**config.mk**
```make
export PLATFORM = sky130hd
export DESIGN_NAME = opcode_stream_predecoder_top
export DESIGN_NICKNAME = d
export VERILOG_FILES = /design/src/design/ospd_pkg.sv /design/src/design/ospd_assemble.sv /design/src/design/ospd_out_stage.sv /design/src/design/opcode_stream_predecoder_top.sv
export SDC_FILE = /design/constraint.sdc
export NUM_CORES = 1
export LEC_CHECK = 0
export BUFFER_PORTS_ARGS = -buffer_cell sky130_fd_sc_hd__buf_2
export CAP_MARGIN = 20
export CORE_ASPECT_RATIO = 0.75
export CORE_MARGIN = 1.5
export CORE_UTILIZATION = 56
export CTS_BUF_LIST = sky130_fd_sc_hd__clkbuf_8
export DETAILED_ROUTE_END_ITERATION = 16
export GPL_ROUTABILITY_DRIVEN = 0
export PLACE_DENSITY = 0.8
export SLEW_MARGIN = 30
export SYNTH_ARGS = -nofsm -noshare
export SYNTH_HDL_FRONTEND = slang
export SYNTH_SLANG_ARGS = --single-unit
export TNS_END_PERCENT = 10
```
**constraint.sdc**
```tcl
create_clock -name aclk -period 8.51 [get_ports aclk]
set_input_delay 0.851 -clock aclk [delete_from_list [all_inputs] [get_ports aclk]]
set_output_delay 0.851 -clock aclk [all_outputs]
set_load 0.01 [all_outputs]
```
**src/design/ospd_pkg.sv**
```systemverilog
package ospd_pkg;

    // input item
    typedef struct packed {
        logic [7:0] code_byte;
        logic       new_run;
    } in_item_t;

    // decoded instruction record
    typedef struct packed {
        logic [15:0] instr_address;
        logic [7:0]  opcode;
        logic [6:0]  mnemonic;
        logic [3:0]  addr_mode;
        logic [1:0]  length;
        logic [15:0] operand;
        logic [15:0] branch_target;
        logic        has_target;
    } out_item_t;

    // byte position within the instruction being gathered
    typedef enum logic [1:0] {
        PH_OPCODE = 2'd0,
        PH_LOW    = 2'd1,
        PH_HIGH   = 2'd2
    } phase_t;

    localparam logic [3:0] MODE_REL    = 4'd5;
    localparam logic [3:0] MODE_ZP_REL = 4'd14;

    localparam logic [1:0] LEN_ONE   = 2'd1;
    localparam logic [1:0] LEN_TWO   = 2'd2;
    localparam logic [1:0] LEN_THREE = 2'd3;

    // addressing mode per opcode
    localparam logic [3:0] MODE_TAB [256] = '{
        4'd4, 4'd11, 4'd0, 4'd0, 4'd3, 4'd3, 4'd3, 4'd3,
        4'd4, 4'd1, 4'd4, 4'd0, 4'd2, 4'd2, 4'd2, 4'd14,
        4'd5, 4'd12, 4'd0, 4'd0, 4'd3, 4'd7, 4'd7, 4'd3,
        4'd4, 4'd10, 4'd13, 4'd0, 4'd2, 4'd9, 4'd9, 4'd14,
        4'd2, 4'd11, 4'd0, 4'd0, 4'd3, 4'd3, 4'd3, 4'd3,
        4'd4, 4'd1, 4'd4, 4'd0, 4'd2, 4'd2, 4'd2, 4'd14,
        4'd5, 4'd12, 4'd0, 4'd0, 4'd7, 4'd7, 4'd7, 4'd3,
        4'd4, 4'd10, 4'd13, 4'd0, 4'd9, 4'd9, 4'd9, 4'd14,
        4'd4, 4'd11, 4'd0, 4'd0, 4'd0, 4'd3, 4'd3, 4'd3,
        4'd4, 4'd1, 4'd4, 4'd0, 4'd2, 4'd2, 4'd2, 4'd14,
        4'd5, 4'd12, 4'd0, 4'd0, 4'd0, 4'd7, 4'd7, 4'd3,
        4'd4, 4'd10, 4'd4, 4'd0, 4'd0, 4'd9, 4'd9, 4'd14,
        4'd4, 4'd11, 4'd0, 4'd0, 4'd3, 4'd3, 4'd3, 4'd3,
        4'd4, 4'd1, 4'd4, 4'd0, 4'd6, 4'd2, 4'd2, 4'd14,
        4'd5, 4'd12, 4'd0, 4'd0, 4'd7, 4'd7, 4'd7, 4'd3,
        4'd4, 4'd10, 4'd4, 4'd0, 4'd9, 4'd9, 4'd9, 4'd14,
        4'd5, 4'd11, 4'd0, 4'd0, 4'd3, 4'd3, 4'd3, 4'd3,
        4'd4, 4'd1, 4'd4, 4'd0, 4'd2, 4'd2, 4'd2, 4'd14,
        4'd5, 4'd12, 4'd0, 4'd0, 4'd7, 4'd7, 4'd8, 4'd3,
        4'd4, 4'd10, 4'd4, 4'd0, 4'd2, 4'd9, 4'd9, 4'd14,
        4'd1, 4'd11, 4'd1, 4'd0, 4'd3, 4'd3, 4'd3, 4'd3,
        4'd4, 4'd1, 4'd4, 4'd0, 4'd2, 4'd2, 4'd2, 4'd14,
        4'd5, 4'd12, 4'd0, 4'd0, 4'd7, 4'd7, 4'd8, 4'd3,
        4'd4, 4'd10, 4'd4, 4'd0, 4'd9, 4'd9, 4'd10, 4'd14,
        4'd1, 4'd11, 4'd0, 4'd0, 4'd3, 4'd3, 4'd3, 4'd3,
        4'd4, 4'd1, 4'd4, 4'd0, 4'd2, 4'd2, 4'd2, 4'd14,
        4'd5, 4'd12, 4'd0, 4'd0, 4'd0, 4'd7, 4'd7, 4'd3,
        4'd4, 4'd10, 4'd4, 4'd0, 4'd0, 4'd9, 4'd9, 4'd14,
        4'd1, 4'd11, 4'd0, 4'd0, 4'd3, 4'd3, 4'd3, 4'd3,
        4'd4, 4'd1, 4'd4, 4'd0, 4'd2, 4'd2, 4'd2, 4'd14,
        4'd5, 4'd12, 4'd0, 4'd0, 4'd0, 4'd7, 4'd7, 4'd3,
        4'd4, 4'd10, 4'd4, 4'd0, 4'd0, 4'd9, 4'd9, 4'd14
    };

    // mnemonic number per opcode
    localparam logic [6:0] MNEM_TAB [256] = '{
        7'd48, 7'd26, 7'd0, 7'd0, 7'd63, 7'd26, 7'd28, 7'd81,
        7'd14, 7'd26, 7'd28, 7'd0, 7'd63, 7'd26, 7'd28, 7'd65,
        7'd41, 7'd26, 7'd0, 7'd0, 7'd64, 7'd26, 7'd28, 7'd82,
        7'd50, 7'd26, 7'd19, 7'd0, 7'd64, 7'd26, 7'd28, 7'd66,
        7'd45, 7'd25, 7'd0, 7'd0, 7'd35, 7'd25, 7'd30, 7'd83,
        7'd16, 7'd25, 7'd30, 7'd0, 7'd35, 7'd25, 7'd30, 7'd67,
        7'd39, 7'd25, 7'd0, 7'd0, 7'd35, 7'd25, 7'd30, 7'd84,
        7'd54, 7'd25, 7'd22, 7'd0, 7'd35, 7'd25, 7'd30, 7'd68,
        7'd47, 7'd27, 7'd0, 7'd0, 7'd0, 7'd27, 7'd29, 7'd85,
        7'd13, 7'd27, 7'd29, 7'd0, 7'd44, 7'd27, 7'd29, 7'd69,
        7'd42, 7'd27, 7'd0, 7'd0, 7'd0, 7'd27, 7'd29, 7'd86,
        7'd52, 7'd27, 7'd58, 7'd0, 7'd0, 7'd27, 7'd29, 7'd70,
        7'd46, 7'd17, 7'd0, 7'd0, 7'd62, 7'd17, 7'd31, 7'd87,
        7'd15, 7'd17, 7'd31, 7'd0, 7'd44, 7'd17, 7'd31, 7'd71,
        7'd43, 7'd17, 7'd0, 7'd0, 7'd62, 7'd17, 7'd31, 7'd88,
        7'd56, 7'd17, 7'd59, 7'd0, 7'd44, 7'd17, 7'd31, 7'd72,
        7'd57, 7'd4, 7'd0, 7'd0, 7'd6, 7'd4, 7'd5, 7'd89,
        7'd24, 7'd35, 7'd10, 7'd0, 7'd6, 7'd4, 7'd5, 7'd73,
        7'd36, 7'd4, 7'd0, 7'd0, 7'd6, 7'd4, 7'd5, 7'd90,
        7'd12, 7'd4, 7'd11, 7'd0, 7'd62, 7'd4, 7'd62, 7'd74,
        7'd3, 7'd1, 7'd2, 7'd0, 7'd3, 7'd1, 7'd2, 7'd91,
        7'd8, 7'd1, 7'd7, 7'd0, 7'd3, 7'd1, 7'd2, 7'd75,
        7'd37, 7'd1, 7'd0, 7'd0, 7'd3, 7'd1, 7'd2, 7'd92,
        7'd53, 7'd1, 7'd9, 7'd0, 7'd3, 7'd1, 7'd2, 7'd76,
        7'd34, 7'd32, 7'd0, 7'd0, 7'd34, 7'd32, 7'd22, 7'd93,
        7'd21, 7'd32, 7'd23, 7'd0, 7'd34, 7'd32, 7'd22, 7'd77,
        7'd40, 7'd32, 7'd0, 7'd0, 7'd0, 7'd32, 7'd22, 7'd94,
        7'd51, 7'd32, 7'd60, 7'd0, 7'd0, 7'd32, 7'd22, 7'd78,
        7'd33, 7'd18, 7'd0, 7'd0, 7'd33, 7'd18, 7'd19, 7'd95,
        7'd20, 7'd18, 7'd49, 7'd0, 7'd33, 7'd18, 7'd19, 7'd79,
        7'd38, 7'd18, 7'd0, 7'd0, 7'd0, 7'd18, 7'd19, 7'd96,
        7'd55, 7'd18, 7'd61, 7'd0, 7'd0, 7'd18, 7'd19, 7'd80
    };

    // instruction length from addressing mode
    function automatic logic [1:0] mode_len(input logic [3:0] mode);
        logic [1:0] len;
        case (mode) inside
            4'd0, 4'd4, 4'd13, 4'd15: len = LEN_ONE;
            4'd2, 4'd6, 4'd9, 4'd10, 4'd14: len = LEN_THREE;
            default: len = LEN_TWO;
        endcase
        return len;
    endfunction

endpackage

```
**src/design/ospd_assemble.sv**
```systemverilog
module ospd_assemble (
    input  logic                 aclk,
    input  logic                 aresetn,
    input  logic                 step,
    input  ospd_pkg::in_item_t   item,
    input  logic [15:0]          base_address,
    output logic                 emit,
    output ospd_pkg::out_item_t  rec
);

    ospd_pkg::phase_t phase_reg, phase_next, phase_cur;
    logic [7:0]  held_opcode_reg, held_opcode_next;
    logic [7:0]  held_low_reg, held_low_next;
    logic [15:0] byte_addr_reg, byte_addr_next;
    logic [15:0] start_addr_reg, start_addr_next;

    logic [15:0] addr_cur;
    logic        is_opcode;
    logic [7:0]  op_sel;
    logic [15:0] start_sel;
    logic [3:0]  mode_sel;
    logic [1:0]  len_sel;
    logic [15:0] operand;
    logic [15:0] disp;
    logic        has_target;

    always_comb begin
        phase_cur = item.new_run ? ospd_pkg::PH_OPCODE : phase_reg;
        addr_cur  = item.new_run ? base_address : byte_addr_reg;
        case (phase_cur)
            ospd_pkg::PH_LOW, ospd_pkg::PH_HIGH: is_opcode = 1'b0;
            default: is_opcode = 1'b1;
        endcase
        op_sel    = is_opcode ? item.code_byte : held_opcode_reg;
        start_sel = is_opcode ? addr_cur : start_addr_reg;
        mode_sel  = ospd_pkg::MODE_TAB[op_sel];
        len_sel   = ospd_pkg::mode_len(mode_sel);

        emit             = 1'b0;
        operand          = 16'h0000;
        phase_next       = ospd_pkg::PH_OPCODE;
        held_opcode_next = held_opcode_reg;
        held_low_next    = held_low_reg;
        start_addr_next  = start_addr_reg;
        byte_addr_next   = addr_cur + 16'd1;

        case (phase_cur)
            ospd_pkg::PH_LOW: begin
                if (len_sel == ospd_pkg::LEN_TWO) begin
                    emit    = 1'b1;
                    operand = {8'h00, item.code_byte};
                end else begin
                    held_low_next = item.code_byte;
                    phase_next    = ospd_pkg::PH_HIGH;
                end
            end
            ospd_pkg::PH_HIGH: begin
                emit    = 1'b1;
                operand = {item.code_byte, held_low_reg};
            end
            default: begin
                held_opcode_next = item.code_byte;
                start_addr_next  = addr_cur;
                if (len_sel == ospd_pkg::LEN_ONE) begin
                    emit = 1'b1;
                end else begin
                    phase_next = ospd_pkg::PH_LOW;
                end
            end
        endcase

        // branch displacement, zp-relative uses the high operand byte
        has_target = (mode_sel == ospd_pkg::MODE_REL) || (mode_sel == ospd_pkg::MODE_ZP_REL);
        if (mode_sel == ospd_pkg::MODE_ZP_REL) begin
            disp = {{8{operand[15]}}, operand[15:8]} + 16'd3;
        end else begin
            disp = {{8{operand[7]}}, operand[7:0]} + 16'd2;
        end

        rec.instr_address = start_sel;
        rec.opcode        = op_sel;
        rec.mnemonic      = ospd_pkg::MNEM_TAB[op_sel];
        rec.addr_mode     = mode_sel;
        rec.length        = len_sel;
        rec.operand       = operand;
        rec.branch_target = has_target ? (start_sel + disp) : 16'h0000;
        rec.has_target    = has_target;
    end

    always_ff @(posedge aclk) begin
        if (!aresetn) begin
            phase_reg       <= ospd_pkg::PH_OPCODE;
            held_opcode_reg <= 8'h00;
            held_low_reg    <= 8'h00;
            byte_addr_reg   <= 16'h0000;
            start_addr_reg  <= 16'h0000;
        end else if (step) begin
            phase_reg       <= phase_next;
            held_opcode_reg <= held_opcode_next;
            held_low_reg    <= held_low_next;
            byte_addr_reg   <= byte_addr_next;
            start_addr_reg  <= start_addr_next;
        end
    end

    a_emit_ends_instr: assert property (@(posedge aclk) disable iff (!aresetn)
        step && emit |=> phase_reg == ospd_pkg::PH_OPCODE)
        else $error("phase not back to opcode after a record");

    a_addr_advances: assert property (@(posedge aclk) disable iff (!aresetn)
        step && !item.new_run |=> byte_addr_reg == $past(byte_addr_reg) + 16'd1)
        else $error("byte address did not advance by one");

endmodule

```
**src/design/ospd_out_stage.sv**
```systemverilog
module ospd_out_stage (
    input  logic                 aclk,
    input  logic                 aresetn,
    input  logic                 load,
    input  ospd_pkg::out_item_t  rec_in,
    output logic                 free,
    output logic                 m_valid,
    input  logic                 m_ready,
    output ospd_pkg::out_item_t  m_item
);

    logic                valid_reg, valid_next;
    ospd_pkg::out_item_t item_reg;

    assign free    = !valid_reg || m_ready;
    assign m_valid = valid_reg;
    assign m_item  = item_reg;

    always_comb begin
        valid_next = load || (valid_reg && !m_ready);
    end

    always_ff @(posedge aclk) begin
        if (!aresetn) begin
            valid_reg <= 1'b0;
        end else begin
            valid_reg <= valid_next;
        end
    end

    always_ff @(posedge aclk) begin
        if (load) begin
            item_reg <= rec_in;
        end
    end

    a_len_matches_mode: assert property (@(posedge aclk) disable iff (!aresetn)
        valid_reg |-> item_reg.length == ospd_pkg::mode_len(item_reg.addr_mode))
        else $error("record length disagrees with its mode");

    a_no_target_zero: assert property (@(posedge aclk) disable iff (!aresetn)
        valid_reg && !item_reg.has_target |-> item_reg.branch_target == 16'h0000)
        else $error("branch target set without a relative mode");

    a_no_overwrite: assert property (@(posedge aclk) disable iff (!aresetn)
        valid_reg && !m_ready |-> !load)
        else $error("record loaded over an untaken one");

endmodule

```
**src/design/opcode_stream_predecoder_top.sv**
```systemverilog
// path: the last byte of an instruction waits in the input register, and its record
//   then goes into the result register that drives m_valid once that register is free
// throughput: one code byte and at most one record per cycle unless m_ready stalls,
//   limited by the single result register and the byte-serial input
// reset: aresetn low at a clock edge empties both registers, sets base_address to 0
//   and expects an opcode at address 0
module opcode_stream_predecoder_top (
    input  logic                 aclk,
    input  logic                 aresetn,
    // code byte stream
    input  logic                 s_valid,
    output logic                 s_ready,
    input  ospd_pkg::in_item_t   s_item,
    // decoded instruction records
    output logic                 m_valid,
    input  logic                 m_ready,
    output ospd_pkg::out_item_t  m_item,
    // base_address register write
    input  logic                 cfg_valid,
    output logic                 cfg_ready,
    input  logic [15:0]          cfg_data
);

    // input register
    logic               in_valid_reg, in_valid_next;
    ospd_pkg::in_item_t in_item_reg;

    // configuration
    logic [15:0] base_reg;

    // decode and result stage handshake
    logic                emit;
    logic                out_free;
    logic                advance;
    ospd_pkg::out_item_t rec;

    // the held item moves on when the result register can take its record,
    // or at once when the byte completes no instruction
    assign advance   = in_valid_reg && (out_free || !emit);
    assign s_ready   = !in_valid_reg || advance;
    assign cfg_ready = 1'b1;

    always_comb begin
        in_valid_next = (s_valid && s_ready) || (in_valid_reg && !advance);
    end

    always_ff @(posedge aclk) begin
        if (!aresetn) begin
            in_valid_reg <= 1'b0;
            base_reg     <= 16'h0000;
        end else begin
            in_valid_reg <= in_valid_next;
            if (cfg_valid) begin
                base_reg <= cfg_data;
            end
        end
    end

    // payload register, no reset needed
    always_ff @(posedge aclk) begin
        if (s_valid && s_ready) begin
            in_item_reg <= s_item;
        end
    end

    // opcode lookup, operand gathering and branch target
    ospd_assemble u_assemble (
        .aclk         (aclk),
        .aresetn      (aresetn),
        .step         (advance),
        .item         (in_item_reg),
        .base_address (base_reg),
        .emit         (emit),
        .rec          (rec)
    );

    // result register
    ospd_out_stage u_out_stage (
        .aclk    (aclk),
        .aresetn (aresetn),
        .load    (advance && emit),
        .rec_in  (rec),
        .free    (out_free),
        .m_valid (m_valid),
        .m_ready (m_ready),
        .m_item  (m_item)
    );

    a_held_item_waits: assert property (@(posedge aclk) disable iff (!aresetn)
        in_valid_reg && !advance |=> in_valid_reg && $stable(in_item_reg))
        else $error("stalled item lost from the input register");

endmodule

```
==> flow_summary.json <==
{
  "root_buffer": "clkbuf_8",
  "rows": 41,
  "yosys.area_share.simple_pct": 18.0,
  "start_util_pct": 57.1,
  "syn_area_sq_mm": 0.00957,
  "synth_common_cells": "nand2_1, nor2_1, edfxtp_1",
  "cts_buffers": 17,
  "power_leakage_nw": 4.06,
  "ys_top_cells_by_area": "edfxtp_1, dfxtp_1, mux2i_1",
  "cts_tree": "done",
  "min_from": "u_assemble.byte_addr_reg[8]$_SDFFE_PN0P_",
  "worst_hold_path_type": "reg2reg",
  "multi_input_area_sq_mm": 0.00534,
  "period_minus_slack_ns": 7.99,
  "h-tree-depth": 4,
  "die_h_um": 116,
  "power.total_mw": 1.76,
  "netlist.area_leader.share_pct": 24.8,
  "fin_crit_sh_pct": 93.9,
  "cap_viol_max_count": 0,
  "synth-compound-area-share_pct": 23.3,
  "highest_layer": "met4",
  "diodes": 0,
  "max_freq_ghz": 0.125,
  "vias": 8921,
  "drv_slew": 0,
  "synth-edff-count": 79,
  "slowest_delay_ns": 0.65,
  "grt_antenna_before_repair": 0,
  "postRouteAntennaNets": 0,
  "clk_path_buf_depth": 2,
  "muxShareOfSynthArea_pct": 6.51,
  "ir_drop_uv": 154,
  "dp_hpwl_um": 18700,
  "ys_seq_elements": 147,
  "required_ns": 8.72,
  "outcome": "completed",
  "cellPowerDensity_mw_per_mm2": 168,
  "worst_clock_skew_ns": 0.0139,
  "route.met3.wl_um": 3850,
  "port_buffers": 101,
  "r2r_cells": 28,
  "cp-startpoint": "in_item_reg[0]$_DFFE_PP_",
  "drive_gt1_share_pct": 15.8,
  "dp.cells": 1342,
  "worstSetupEndpointType": "register",
  "synth-adder-area-share_pct": 3.87,
  "post_cts_buffers": 0,
  "synth_area_leader_cell": "edfxtp_1",
  "clk_pin_slew_worst_paths_ns": 0.09,
  "arrival_ns": 8.20,
  "io_pins": 103,
  "ys_warn_count": 0,
  "crit_type": "reg2reg",
  "ctsHoldBuffers": 0,
  "synth-seq-area-share_pct": 39.0,
  "wl_met2_um": 10500,
  "synthXorXnorAreaFrac_pct": 3.71,
  "syn_inst": 1094,
  "tightest_slew_ns": 1.07,
  "drc": 0,
  "setup_viol": 0,
  "wl_per_cell_um": 19.6,
  "drt_iter0_drc": 1684,
  "grt_pass1_wl_um": 42500,
  "die_area_sq_mm": 0.0179,
  "cts_sinks": 147,
  "grt_max_degree": 71,
  "yosysMostFrequentCell": "nand2_1",
  "worst_hold_slack_ns": 0.466,
  "vias_per_cell": 6.49,
  "grt_pass1_vias": 7901,
  "fin_cells": 1374,
  "slew-limit-headroom_pct": 27.7,
  "grt_setup_unrepaired": "no",
  "tns_ns": 0,
  "r2r_end": "u_out_stage.m_item[16]$_SDFFCE_PN0P_",
  "clock_latency_ns": 0.47,
  "seq_area_sq_mm": 0.00373,
  "synth_ff_type": "edfxtp_1",
  "grt_use_total_pct": 30.2,
  "r2r_slack_ns": 0.52,
  "async_reset_ff_share_pct": 0,
  "layout.nets": 1205,
  "start_kind": "register",
  "worstReg2RegStart": "in_item_reg[0]$_DFFE_PP_",
  "core-area_sq_mm": 0.0168,
  "synth_top_family_by_area": "compound AO/OA/AOI/OAI gates",
  "setup.worst_path.end": "u_out_stage.m_item[16]$_SDFFCE_PN0P_",
  "syn_nets": 1153,
  "syn_avg_cell_area_sq_um": 8.75,
  "synth_cell_type_count": 91,
  "firstDrtPassIters": 8,
  "largest_register_ffs": 70,
  "hold_viol": 0,
  "fill_cells": 1388,
  "overflow": 0,
  "met1Wirelength_um": 12000,
  "path_max_fanout": 55,
  "die_width_um": 154,
  "finalWirelength_um": 27000,
  "cp_slowest_cell": "ha_4",
  "areaGrowthSynthToFinish_pct": 9.61
}
==> power by group <==
| group | switching (mW) | internal [mW] | leakage [nW] |
|---|---|---|---|
| Combinational | 0.283 | 0.144 | 2.55 |
| Clock | 0.301 | 0.218 | 0.191 |
| Sequential | 0.0288 | 0.788 | 1.31 |
==> metal layers <==
| metal | global-route usage (%) | up-vias |
|---|---|---|
| met2 | 40.2 | 626 |
| met1 | 45.6 | 4143 |
| met4 | 9.32 | 0 |
| met5 | 0 | - |
| li1 | - | 4077 |
| met3 | 10.1 | 75 |
==> metrics by stage <==
stage | utilization (%) | worst slack, ns | area [sq um]
after global routing | 62.6 | 0.138 | 10500
after global placement | 60.3 | 1.00 | 10100
final | 62.6 | 0.516 | 10500
after floorplan | - | 0.424 | 9570
after detailed placement | 60.3 | 0.528 | 10100
after CTS | 62.5 | 0.524 | 10500
==> worst min-delay path by stage <==
stage	cells past startpoint	endpoint	slack (ns)
global placement	2	u_assemble.byte_addr_reg[2]$_SDFFE_PN0P_	0.45
detailed placement	2	u_assemble.byte_addr_reg[8]$_SDFFE_PN0P_	0.46
CTS	2	u_assemble.byte_addr_reg[8]$_SDFFE_PN0P_	0.47
floorplan	2	u_assemble.byte_addr_reg[10]$_SDFFE_PN0P_	0.44
global route	2	u_assemble.byte_addr_reg[3]$_SDFFE_PN0P_	0.50
finish	2	u_assemble.byte_addr_reg[8]$_SDFFE_PN0P_	0.47
==> area by class of cell <==
class	instances	share of cell area (%)
tap	215	2.56
sequential	147	35.6
multi-input combinational	823	50.9
clock buffer	18	2.36
inverter	38	1.36
timing repair buffer	119	6.13
clock inverter	14	1.09
==> what timing repair did <==
item / in CTS / in global routing
setup endpoints to repair: 0 / 2
gates resized for setup: 0 / 1
endpoints found under the hold margin: 0 / 0
==> kinds of logic after synthesis <==
| kind of cell | count (synthesis) |
|---|---|
| compound gates | 326 |
| xor+xnor | 39 |
| fa+ha+maj | 29 |
| buf+inv | 124 |
| flops | 147 |
| mux | 59 |
| other cells | 1 |
| simple gates | 369 |
==> placed cells by master, fill, tap and decap left out, types with 5 or more instances in the layout <==
| cell | Yosys | routed |
|---|---|---|
| ha_1 | 28 | 27 |
| inv_2 | 7 | 7 |
| o32ai_1 | 5 | 5 |
| o21a_1 | 5 | 5 |
| a311oi_1 | 8 | 8 |
| a31oi_1 | 19 | 19 |
| nand2b_1 | 10 | 10 |
| nand2_1 | 132 | 132 |
| nor3_1 | 27 | 27 |
| or3_1 | 5 | 5 |
| xnor2_1 | 26 | 26 |
| xor2_1 | 12 | 12 |
| buf_4 | 4 | 19 |
| mux2i_1 | 50 | 50 |
| a32oi_1 | 8 | 8 |
| o21ai_0 | 63 | 62 |
| and2_1 | 12 | 12 |
| nor2_1 | 89 | 88 |
| nand3_1 | 24 | 24 |
| edfxtp_1 | 79 | 79 |
| a21oi_1 | 75 | 75 |
| o21bai_1 | 6 | 6 |
| inv_6 | 0 | 5 |
| buf_2 | 18 | 100 |
| a211oi_1 | 10 | 10 |
| clkbuf_8 | 0 | 18 |
| o211a_1 | 8 | 8 |
| inv_1 | 31 | 32 |
| o211ai_1 | 11 | 11 |
| nor2b_1 | 34 | 34 |
| and3_1 | 6 | 6 |
| nor3b_1 | 6 | 6 |
| dfxtp_1 | 68 | 68 |
| a21boi_0 | 36 | 36 |
| nand3b_1 | 6 | 6 |
==> critical path: cells and delay by family (launching register included) <==
kind                     cells  cell delay (ns)
adder cells (fa/ha/maj)      4             1.50
AO/OA/AOI/OAI               13             2.96
AND/OR/NAND/NOR              7             1.65
buffers and inverters        1             0.24
XOR/XNOR                     2             0.37
multiplexers                 1             0.54
flip-flops                   1             0.43
Note: power is estimated with default switching activity, not from simulation.
